$ cat config.mk
export PLATFORM = sky130hd
export DESIGN_NAME = gate_actuator_controller
export DESIGN_NICKNAME = d
export VERILOG_FILES = /design/src/hdl/gac_pkg.sv /design/src/hdl/gate_actuator_controller.sv /design/src/hdl/gac_cfg.sv /design/src/hdl/gac_core.sv
export SDC_FILE = /design/constraint.sdc
export NUM_CORES = 1
export LEC_CHECK = 0
export BUFFER_PORTS_ARGS = -buffer_cell sky130_fd_sc_hd__buf_4
export CAP_MARGIN = 10
export CORE_MARGIN = 2
export CORE_UTILIZATION = 40
export CTS_CLUSTER_SIZE = 20
export DETAILED_ROUTE_END_ITERATION = 6
export GPL_ROUTABILITY_DRIVEN = 0
export GPL_TIMING_DRIVEN = 0
export PLACE_DENSITY = 0.63
export REMOVE_ABC_BUFFERS = 1
export SYNTH_ARGS = -nofsm -noshare
export SYNTH_HDL_FRONTEND = slang
export SYNTH_HIERARCHICAL = 1
export SYNTH_SLANG_ARGS = --single-unit
$ cat constraint.sdc
create_clock -name clk -period 9.14 [get_ports clk]
set_clock_uncertainty 0.2 [all_clocks]
set_input_delay 0.914 -clock clk [delete_from_list [all_inputs] [get_ports clk]]
set_output_delay 0.914 -clock clk [all_outputs]
set_load 0.05 [all_outputs]
$ cat src/hdl/gac_pkg.sv
// ---------------------------------------------------------------------------
// gac_pkg
// types, codes and reset constants shared by the gate actuator controller
// ---------------------------------------------------------------------------
`default_nettype none

package gac_pkg;

    // configuration register indexes
    localparam logic [1:0] CFG_TIMEOUT_TICKS       = 2'd0;
    localparam logic [1:0] CFG_AUTO_CLOSE_SCALE    = 2'd1;
    localparam logic [1:0] CFG_ITEM_FILTER_COUNT   = 2'd2;
    localparam logic [1:0] CFG_PICKUP_FILTER_COUNT = 2'd3;

    // configuration reset values
    localparam logic [15:0] TIMEOUT_TICKS_RST       = 16'd1000;
    localparam logic [9:0]  AUTO_CLOSE_SCALE_RST    = 10'd200;
    localparam logic [7:0]  ITEM_FILTER_COUNT_RST   = 8'd2;
    localparam logic [7:0]  PICKUP_FILTER_COUNT_RST = 8'd20;

    // state reset values
    localparam logic [7:0]  HOLD_LATCH_RST      = 8'd2;
    localparam logic [17:0] AUTOCLOSE_COUNT_RST = 18'd400;

    localparam logic [7:0] FILTER_MAX = 8'd255;

    typedef enum logic [1:0] {
        OP_TICK  = 2'd0,
        OP_OPEN  = 2'd1,
        OP_CLOSE = 2'd2
    } opcode_t;

    typedef enum logic [1:0] {
        PH_IDLE    = 2'd0,
        PH_READY   = 2'd1,
        PH_WORKING = 2'd2,
        PH_END     = 2'd3
    } phase_t;

    typedef enum logic [2:0] {
        POS_UNKNOWN = 3'd0,
        POS_OPENING = 3'd1,
        POS_OPEN    = 3'd2,
        POS_CLOSING = 3'd3,
        POS_CLOSED  = 3'd4,
        POS_ERROR   = 3'd5
    } pos_t;

    typedef enum logic [1:0] {
        ACT_OPEN  = 2'd1,
        ACT_CLOSE = 2'd2
    } act_t;

    typedef enum logic [1:0] {
        MOT_RELEASE = 2'd0,
        MOT_OPEN    = 2'd1,
        MOT_CLOSE   = 2'd2
    } motor_t;

    typedef struct packed {
        logic [15:0] timeout_ticks;
        logic [9:0]  auto_close_scale;
        logic [7:0]  item_filter_count;
        logic [7:0]  pickup_filter_count;
    } cfg_t;

    typedef struct packed {
        logic [1:0] opcode;
        logic [7:0] hold_units;
        logic       open_stop;
        logic       close_stop;
        logic       item_sensor;
        logic       pickup_sensor;
    } tick_t;

    typedef struct packed {
        motor_t motor_drive;
        pos_t   gate_position;
        logic   item_event;
        logic   jam_event;
        logic   pickup_event;
    } result_t;

    function automatic logic [7:0] sat_inc(input logic [7:0] v);
        sat_inc = (v < FILTER_MAX) ? v + 8'd1 : FILTER_MAX;
    endfunction

endpackage

`default_nettype wire

$ cat src/hdl/gate_actuator_controller.sv
// ---------------------------------------------------------------------------
// gate_actuator_controller
// one motorized gate channel stepped once per tick beat
// ---------------------------------------------------------------------------
// usage:
//   input channel (in_valid / in_stall) carries one tick beat: an optional
//   open or close command with hold time and the four sensor levels
//   output channel (out_valid / out_stall) returns one result beat per tick:
//   motor drive, gate position and the item, jam and pickup event pulses
//   config channel (cfg_valid / cfg_ready) writes timeout, auto-close scale
//   and the two filter counts; ready is always high, write only when idle
// timing:
//   a tick beat lands in the input register, the tick update runs in one
//   combinational pass and the result lands in the output register
//   one tick per cycle is sustained while out_stall stays low; the state
//   update is a single pass
// reset:
//   rst_n clears the channels, loads the config reset values and puts the
//   gate in unknown position with the motor released
// stall:
//   a stalled result holds in the output register; one more tick waits in
//   the input register, then in_stall rises until the output drains
// ---------------------------------------------------------------------------
`default_nettype none

module gate_actuator_controller (
    input  wire logic        clk,
    input  wire logic        rst_n,

    // tick input channel
    input  wire logic        in_valid,
    output logic             in_stall,
    input  wire logic [1:0]  opcode,
    input  wire logic [7:0]  hold_units,
    input  wire logic        open_stop,
    input  wire logic        close_stop,
    input  wire logic        item_sensor,
    input  wire logic        pickup_sensor,

    // result output channel
    output logic             out_valid,
    input  wire logic        out_stall,
    output logic [1:0]       motor_drive,
    output logic [2:0]       gate_position,
    output logic             item_event,
    output logic             jam_event,
    output logic             pickup_event,

    // configuration write channel
    input  wire logic        cfg_valid,
    output logic             cfg_ready,
    input  wire logic [1:0]  cfg_index,
    input  wire logic [15:0] cfg_data
);
    import gac_pkg::*;

    cfg_t    cfg;
    tick_t   tick_reg;
    logic    tick_valid_reg;
    result_t core_result;
    result_t out_reg;
    logic    out_valid_reg;
    logic    advance;
    logic    in_take;

    // output register frees up when empty or being taken this cycle
    assign advance  = !out_valid_reg || !out_stall;
    // input register holds its beat only while the output is blocked
    assign in_stall = tick_valid_reg && !advance;
    assign in_take  = in_valid && !in_stall;

    gac_cfg u_cfg (
        .clk       (clk),
        .rst_n     (rst_n),
        .cfg_valid (cfg_valid),
        .cfg_ready (cfg_ready),
        .cfg_index (cfg_index),
        .cfg_data  (cfg_data),
        .cfg       (cfg)
    );

    // state advances exactly once per tick, when its result moves into the output register
    gac_core u_core (
        .clk    (clk),
        .rst_n  (rst_n),
        .step   (tick_valid_reg && advance),
        .cfg    (cfg),
        .tick   (tick_reg),
        .result (core_result)
    );

    // input register
    always_ff @(posedge clk or negedge rst_n)
    begin
        if (!rst_n)
        begin
            tick_valid_reg <= 1'b0;
        end
        else if (!in_stall)
        begin
            tick_valid_reg <= in_valid;
        end
    end

    always_ff @(posedge clk)
    begin
        if (in_take)
        begin
            tick_reg.opcode        <= opcode;
            tick_reg.hold_units    <= hold_units;
            tick_reg.open_stop     <= open_stop;
            tick_reg.close_stop    <= close_stop;
            tick_reg.item_sensor   <= item_sensor;
            tick_reg.pickup_sensor <= pickup_sensor;
        end
    end

    // result register
    always_ff @(posedge clk or negedge rst_n)
    begin
        if (!rst_n)
        begin
            out_valid_reg <= 1'b0;
        end
        else if (advance)
        begin
            out_valid_reg <= tick_valid_reg;
        end
    end

    always_ff @(posedge clk)
    begin
        if (advance && tick_valid_reg)
        begin
            out_reg <= core_result;
        end
    end

    assign out_valid     = out_valid_reg;
    assign motor_drive   = out_reg.motor_drive;
    assign gate_position = out_reg.gate_position;
    assign item_event    = out_reg.item_event;
    assign jam_event     = out_reg.jam_event;
    assign pickup_event  = out_reg.pickup_event;

endmodule

`default_nettype wire

$ cat src/hdl/gac_cfg.sv
// ---------------------------------------------------------------------------
// gac_cfg
// configuration register file, written one beat at a time
// ---------------------------------------------------------------------------
`default_nettype none

module gac_cfg (
    input  wire logic          clk,
    input  wire logic          rst_n,
    input  wire logic          cfg_valid,
    output logic               cfg_ready,
    input  wire logic [1:0]    cfg_index,
    input  wire logic [15:0]   cfg_data,
    output gac_pkg::cfg_t      cfg
);
    import gac_pkg::*;

    cfg_t cfg_reg;
    cfg_t cfg_next;

    assign cfg_ready = 1'b1;
    assign cfg       = cfg_reg;

    always_comb
    begin
        cfg_next = cfg_reg;
        if (cfg_valid)
        begin
            unique case (cfg_index)
                CFG_TIMEOUT_TICKS:       cfg_next.timeout_ticks       = cfg_data;
                CFG_AUTO_CLOSE_SCALE:    cfg_next.auto_close_scale    = cfg_data[9:0];
                CFG_ITEM_FILTER_COUNT:   cfg_next.item_filter_count   = cfg_data[7:0];
                CFG_PICKUP_FILTER_COUNT: cfg_next.pickup_filter_count = cfg_data[7:0];
                default:                 cfg_next = cfg_reg;
            endcase
        end
    end

    always_ff @(posedge clk or negedge rst_n)
    begin
        if (!rst_n)
        begin
            cfg_reg.timeout_ticks       <= TIMEOUT_TICKS_RST;
            cfg_reg.auto_close_scale    <= AUTO_CLOSE_SCALE_RST;
            cfg_reg.item_filter_count   <= ITEM_FILTER_COUNT_RST;
            cfg_reg.pickup_filter_count <= PICKUP_FILTER_COUNT_RST;
        end
        else
        begin
            cfg_reg <= cfg_next;
        end
    end

endmodule

`default_nettype wire

$ cat src/hdl/gac_core.sv
// ---------------------------------------------------------------------------
// gac_core
// gate state registers and the single-pass tick update
// ---------------------------------------------------------------------------
`default_nettype none

module gac_core (
    input  wire logic            clk,
    input  wire logic            rst_n,
    input  wire logic            step,
    input  wire gac_pkg::cfg_t   cfg,
    input  wire gac_pkg::tick_t  tick,
    output gac_pkg::result_t     result
);
    import gac_pkg::*;

    phase_t      phase_reg,      phase_next;
    pos_t        pos_reg,        pos_next;
    act_t        act_reg,        act_next;
    motor_t      motor_reg,      motor_next;
    logic [7:0]  hold_reg,       hold_next;
    logic [15:0] timeout_reg,    timeout_next;
    logic [17:0] autoclose_reg,  autoclose_next;
    logic [7:0]  item_f_reg,     item_f_next;
    logic [7:0]  jam_f_reg,      jam_f_next;
    logic        item_rep_reg,   item_rep_next;
    logic        jam_rep_reg,    jam_rep_next;
    logic [7:0]  pick_f_reg,     pick_f_next;
    logic        pick_lat_reg,   pick_lat_next;
    logic [7:0]  rearm_f_reg,    rearm_f_next;
    logic        ev_item, ev_jam, ev_pick;
    logic [17:0] autoclose_load;

    assign autoclose_load = hold_reg * cfg.auto_close_scale;

    always_comb
    begin
        phase_next     = phase_reg;
        pos_next       = pos_reg;
        act_next       = act_reg;
        motor_next     = motor_reg;
        hold_next      = hold_reg;
        timeout_next   = timeout_reg;
        autoclose_next = autoclose_reg;
        item_f_next    = item_f_reg;
        jam_f_next     = jam_f_reg;
        item_rep_next  = item_rep_reg;
        jam_rep_next   = jam_rep_reg;
        pick_f_next    = pick_f_reg;
        pick_lat_next  = pick_lat_reg;
        rearm_f_next   = rearm_f_reg;
        ev_item        = 1'b0;
        ev_jam         = 1'b0;
        ev_pick        = 1'b0;

        // command restarts the sequence
        if (tick.opcode == OP_OPEN)
        begin
            act_next   = ACT_OPEN;
            hold_next  = tick.hold_units;
            phase_next = PH_READY;
        end
        else if (tick.opcode == OP_CLOSE)
        begin
            act_next   = ACT_CLOSE;
            phase_next = PH_READY;
        end

        // phase step
        unique case (phase_next)
            PH_IDLE:
            begin
                timeout_next = '0;
                if (autoclose_reg == '0 && pos_reg == POS_OPEN)
                begin
                    phase_next = PH_READY;
                    act_next   = ACT_CLOSE;
                end
            end
            PH_READY:
            begin
                unique case (act_next)
                    ACT_OPEN:
                    begin
                        motor_next = MOT_OPEN;
                        pos_next   = POS_OPENING;
                    end
                    ACT_CLOSE:
                    begin
                        motor_next = MOT_CLOSE;
                        pos_next   = POS_CLOSING;
                    end
                    default: ;
                endcase
                timeout_next = cfg.timeout_ticks;
                phase_next   = PH_WORKING;
            end
            PH_WORKING:
            begin
                if (timeout_reg == '0)
                begin
                    if (pos_reg == POS_OPENING)
                    begin
                        phase_next = PH_END;
                        motor_next = MOT_RELEASE;
                        pos_next   = POS_ERROR;
                    end
                end
                else
                begin
                    timeout_next = timeout_reg - 16'd1;
                end
            end
            default:
            begin
                if (pos_reg == POS_OPEN)
                begin
                    autoclose_next = autoclose_load;
                end
                phase_next = PH_IDLE;
            end
        endcase

        // end-stops
        if (pos_next == POS_OPENING)
        begin
            if (tick.open_stop)
            begin
                motor_next = MOT_RELEASE;
                pos_next   = POS_OPEN;
                phase_next = PH_END;
            end
            jam_rep_next = 1'b0;
        end
        if (pos_next == POS_CLOSING)
        begin
            if (tick.close_stop)
            begin
                motor_next = MOT_RELEASE;
                pos_next   = POS_CLOSED;
                phase_next = PH_END;
            end
            item_rep_next = 1'b0;
        end

        // item and jam filters
        if (tick.item_sensor)
        begin
            if (pos_next == POS_OPEN || pos_next == POS_OPENING)
            begin
                item_f_next = sat_inc(item_f_reg);
                if (item_f_next >= cfg.item_filter_count && !item_rep_next)
                begin
                    ev_item       = 1'b1;
                    item_f_next   = '0;
                    item_rep_next = 1'b1;
                end
            end
            else if (pos_next == POS_CLOSING)
            begin
                jam_f_next = sat_inc(jam_f_reg);
                if (jam_f_next >= cfg.item_filter_count && !jam_rep_next)
                begin
                    ev_jam       = 1'b1;
                    jam_f_next   = '0;
                    jam_rep_next = 1'b1;
                    motor_next   = MOT_RELEASE;
                end
            end
        end
        else
        begin
            item_f_next = '0;
            jam_f_next  = '0;
        end

        if (autoclose_next != '0)
        begin
            autoclose_next = autoclose_next - 18'd1;
        end

        // pickup filter, sensor active low
        if (!tick.pickup_sensor)
        begin
            if (!pick_lat_reg)
            begin
                pick_f_next = sat_inc(pick_f_reg);
                if (pick_f_next > cfg.pickup_filter_count)
                begin
                    ev_pick       = 1'b1;
                    pick_lat_next = 1'b1;
                    pick_f_next   = '0;
                end
            end
        end
        else if (pick_lat_reg)
        begin
            rearm_f_next = sat_inc(rearm_f_reg);
            if (rearm_f_next > cfg.pickup_filter_count)
            begin
                pick_lat_next = 1'b0;
                rearm_f_next  = '0;
            end
        end
    end

    always_comb
    begin
        result.motor_drive   = motor_next;
        result.gate_position = pos_next;
        result.item_event    = ev_item;
        result.jam_event     = ev_jam;
        result.pickup_event  = ev_pick;
    end

    always_ff @(posedge clk or negedge rst_n)
    begin
        if (!rst_n)
        begin
            phase_reg     <= PH_IDLE;
            pos_reg       <= POS_UNKNOWN;
            act_reg       <= ACT_OPEN;
            motor_reg     <= MOT_RELEASE;
            hold_reg      <= HOLD_LATCH_RST;
            timeout_reg   <= '0;
            autoclose_reg <= AUTOCLOSE_COUNT_RST;
            item_f_reg    <= '0;
            jam_f_reg     <= '0;
            item_rep_reg  <= 1'b0;
            jam_rep_reg   <= 1'b0;
            pick_f_reg    <= '0;
            pick_lat_reg  <= 1'b0;
            rearm_f_reg   <= '0;
        end
        else if (step)
        begin
            phase_reg     <= phase_next;
            pos_reg       <= pos_next;
            act_reg       <= act_next;
            motor_reg     <= motor_next;
            hold_reg      <= hold_next;
            timeout_reg   <= timeout_next;
            autoclose_reg <= autoclose_next;
            item_f_reg    <= item_f_next;
            jam_f_reg     <= jam_f_next;
            item_rep_reg  <= item_rep_next;
            jam_rep_reg   <= jam_rep_next;
            pick_f_reg    <= pick_f_next;
            pick_lat_reg  <= pick_lat_next;
            rearm_f_reg   <= rearm_f_next;
        end
    end

endmodule

`default_nettype wire

==> run metrics <==
status completed; IO Port Bufs 46; clock sinks 152; fin util 44.8%; Initial Util 40.3%; CP top delay family adder cells; Starting DRT DRC Count 629; yosys warns 6; crit-path cells and2_1 -> fa_1 -> fa_1 -> fa_1 -> inv_1 -> fa_1 -> inv_1 -> ha_1 -> nand2_1 -> o31a_4 -> o2111a_1 -> a221oi_2 -> o211ai_1 -> nor2_1 -> and3_1 -> o21ai_0 -> o221a_2; min Tclk post-route 6420 ps; period utilisation layout 70.2%; dpl hpwl 18600 µm; Setup Buffers After CTS 0; synthesized flop and latch total 152; via/cell ratio 5.37; diode count 0; drt total wl 25000 µm; total stage count of the critical path 17; kind of critical path reg2reg; Tot Pwr 4.87 mW; area grow syn2layout 10.9%; first-pass GRT wire length 42400 µm; initial antenna violation count 0; maximum capacitance violations 0; CP Max Fanout 15; H-Tree Depth 4; Peak VDD IR 0.000276 V; leakage 5.82 nW; routed length per instance 15.7 µm; Inserted Clock Buffers 17; area leader, netlist dfrtp_1; First-pass DRT Iterations 5; chip height 173 µm; DR vias 8585; clock latency on the worst-skew pair 430 ps; CP Buf/Inv Count 2; commonest cells after routing, fill and taps aside 113 x dfrtp_1, 106 x inv_1, 103 x nand2_1, 83 x ha_1, 72 x and2_1; sequential cell area fraction in the yosys report 34.3%; Most Frequent Cell on Critical Path fa_1; Post-Synthesis Cells 1179; Die W 173 µm; final max-slew violation count 0; HP Class in2async; cell depth of the worst flop-to-flop path 17; Placed Instances 1566; Detail Route Antenna Nets 0; root buffer cell clkbuf_16; ys async rst share 85.5%; Synth Cell Area 11500 µm²; Clock Path Buffers 2; Switching Power 2.33 mW; worst slew pin tran 1060 ps; predominant post-synthesis flop cell dfrtp_1; RSZ-0062 raised after global routing false; boundary pin count 48; largest cells by area after synthesis dfrtp_1 25%, ha_1 9.0%, fa_1 8.4%; Final setup viols 0; Critical Path Start Type register; nets 1369; Min Hold Slack 220 ps; Reg power frac 21.5%; Logic pwr share 63.3%; number of global-route vias before repair 8383; fmax 0.156 GHz; clock slew at reported path FFs 70 ps; Unique masters post-synth 94; largest net degree at the start of global routing 80; largest stage delay on the critical path 650 ps; Mapped Avg Cell Area 9.74 µm²; top cell type's share of synthesized area 24.6%; Post-synth EDFFs 22; post-cts hold buffer count 0; drt drc 0; commonest non-fill, non-tap cell in the layout dfrtp_1; Core ar. 28500 µm²; critical path's slowest cell and3_1; total global routing overflow 0; switching part of the total power 47.7%; CP arrival 6570 ps; Fin. Hold Viols 0; FP Rows 62; GRT Total Usage 17.2%; CP required 9300 ps; post-CTS resize count 0; Slew HR 28.9%; PD cells 382 nW/µm²; Post-Layout Cell Count 1598; CTS tree yes; share of cells above drive strength 1 15.9%; max reg flops 42; die area 30100 µm²; internal power 2.55 mW; clock power share 15.2%; CP endpoint kind register
[routing by layer]
metal | routed length (µm) | GRT usage, % | share of wire, % | up-vias
met3 | 835 | 3.05 | 3.3 | 14
met4 | 181 | 3.67 | 0.72 | 0
met5 | 0 | 0 | 0 | -
met1 | 12500 | 24.6 | 50 | 4189
met2 | 11500 | 27.3 | 46 | 174
li1 | - | - | - | 4208
[final timing paths]
kind | start | end | slack (ps)
min in group clk | tick_reg[9] | u_core/hold_reg[5] | 280
min | rst_n | u_core/item_f_reg[2] | 220
min reg2reg | tick_reg[9] | u_core/hold_reg[5] | 280
max | u_cfg/cfg[17] | u_core/autoclose_reg[4] | 2720
max in group asynchronous | rst_n | u_cfg/cfg[23] | 7700
max reg2reg | u_cfg/cfg[17] | u_core/autoclose_reg[4] | 2720
[through the flow]
step / area (µm²) / setup TNS, ps / worst slack (ps)
after floorplan: 11200 / 0 / 2100
after global placement: 12100 / -36360 / -1730
after detailed placement: 12100 / 0 / 2730
after CTS: 12700 / 0 / 2710
after global routing: 12700 / 0 / 2270
final: 12700 / 0 / 2720
[cell type report]
class | instances | area [µm²]
repair buffers | 49 | 408
fillers | 2703 | 15700
flip-flops and latches | 152 | 3940
inverters | 106 | 398
clock buffers | 17 | 425
multi-input cells | 875 | 6920
well taps | 384 | 480
clock inverters | 15 | 176
[power by group through the flow]
stage / clock network, mW / registers, mW / logic [mW]
after floorplan: 0 / 1.01 / 2.46
after global placement: 0 / 1.05 / 3.01
after detailed placement: 0 / 1.06 / 3.07
after CTS: 0.755 / 1.05 / 3.09
after global routing: 0.789 / 1.08 / 3.52
final: 0.739 / 1.05 / 3.08
[Yosys cell counts, drive strengths merged (9+ instances only)]
cell type	count
dfrtp	113
inv	106
nand2	103
ha	83
and2	74
o21ai	64
nor2	62
mux2	56
fa	48
a21oi	44
nand3	39
clkbuf	34
a21o	24
edfxtp	22
xnor2	19
nor3	18
o31ai	18
dfstp	17
o21a	17
a31oi	16
buf	12
nor3b	12
a22o	11
nor2b	11
o211ai	11
a22oi	10
and3	9
nand2b	9
nand4	9
[cell families (layout without fill, tap and decap cells)]
| kind of cell | after synthesis | after routing | share of synthesized area, % |
|---|---|---|---|
| AND/OR/NAND/NOR | 383 | 383 | 17.7 |
| AO/OA/AOI/OAI | 273 | 273 | 16.9 |
| flip-flops | 152 | 152 | 34.3 |
| buffers and inverters | 152 | 187 | 5.72 |
| adder cells (fa/ha/maj) | 131 | 131 | 17.4 |
| multiplexers | 62 | 62 | 6.01 |
| XOR/XNOR | 25 | 25 | 1.91 |
| other | 1 | 1 | 0.0326 |
Power figures use the tool's default switching activity.
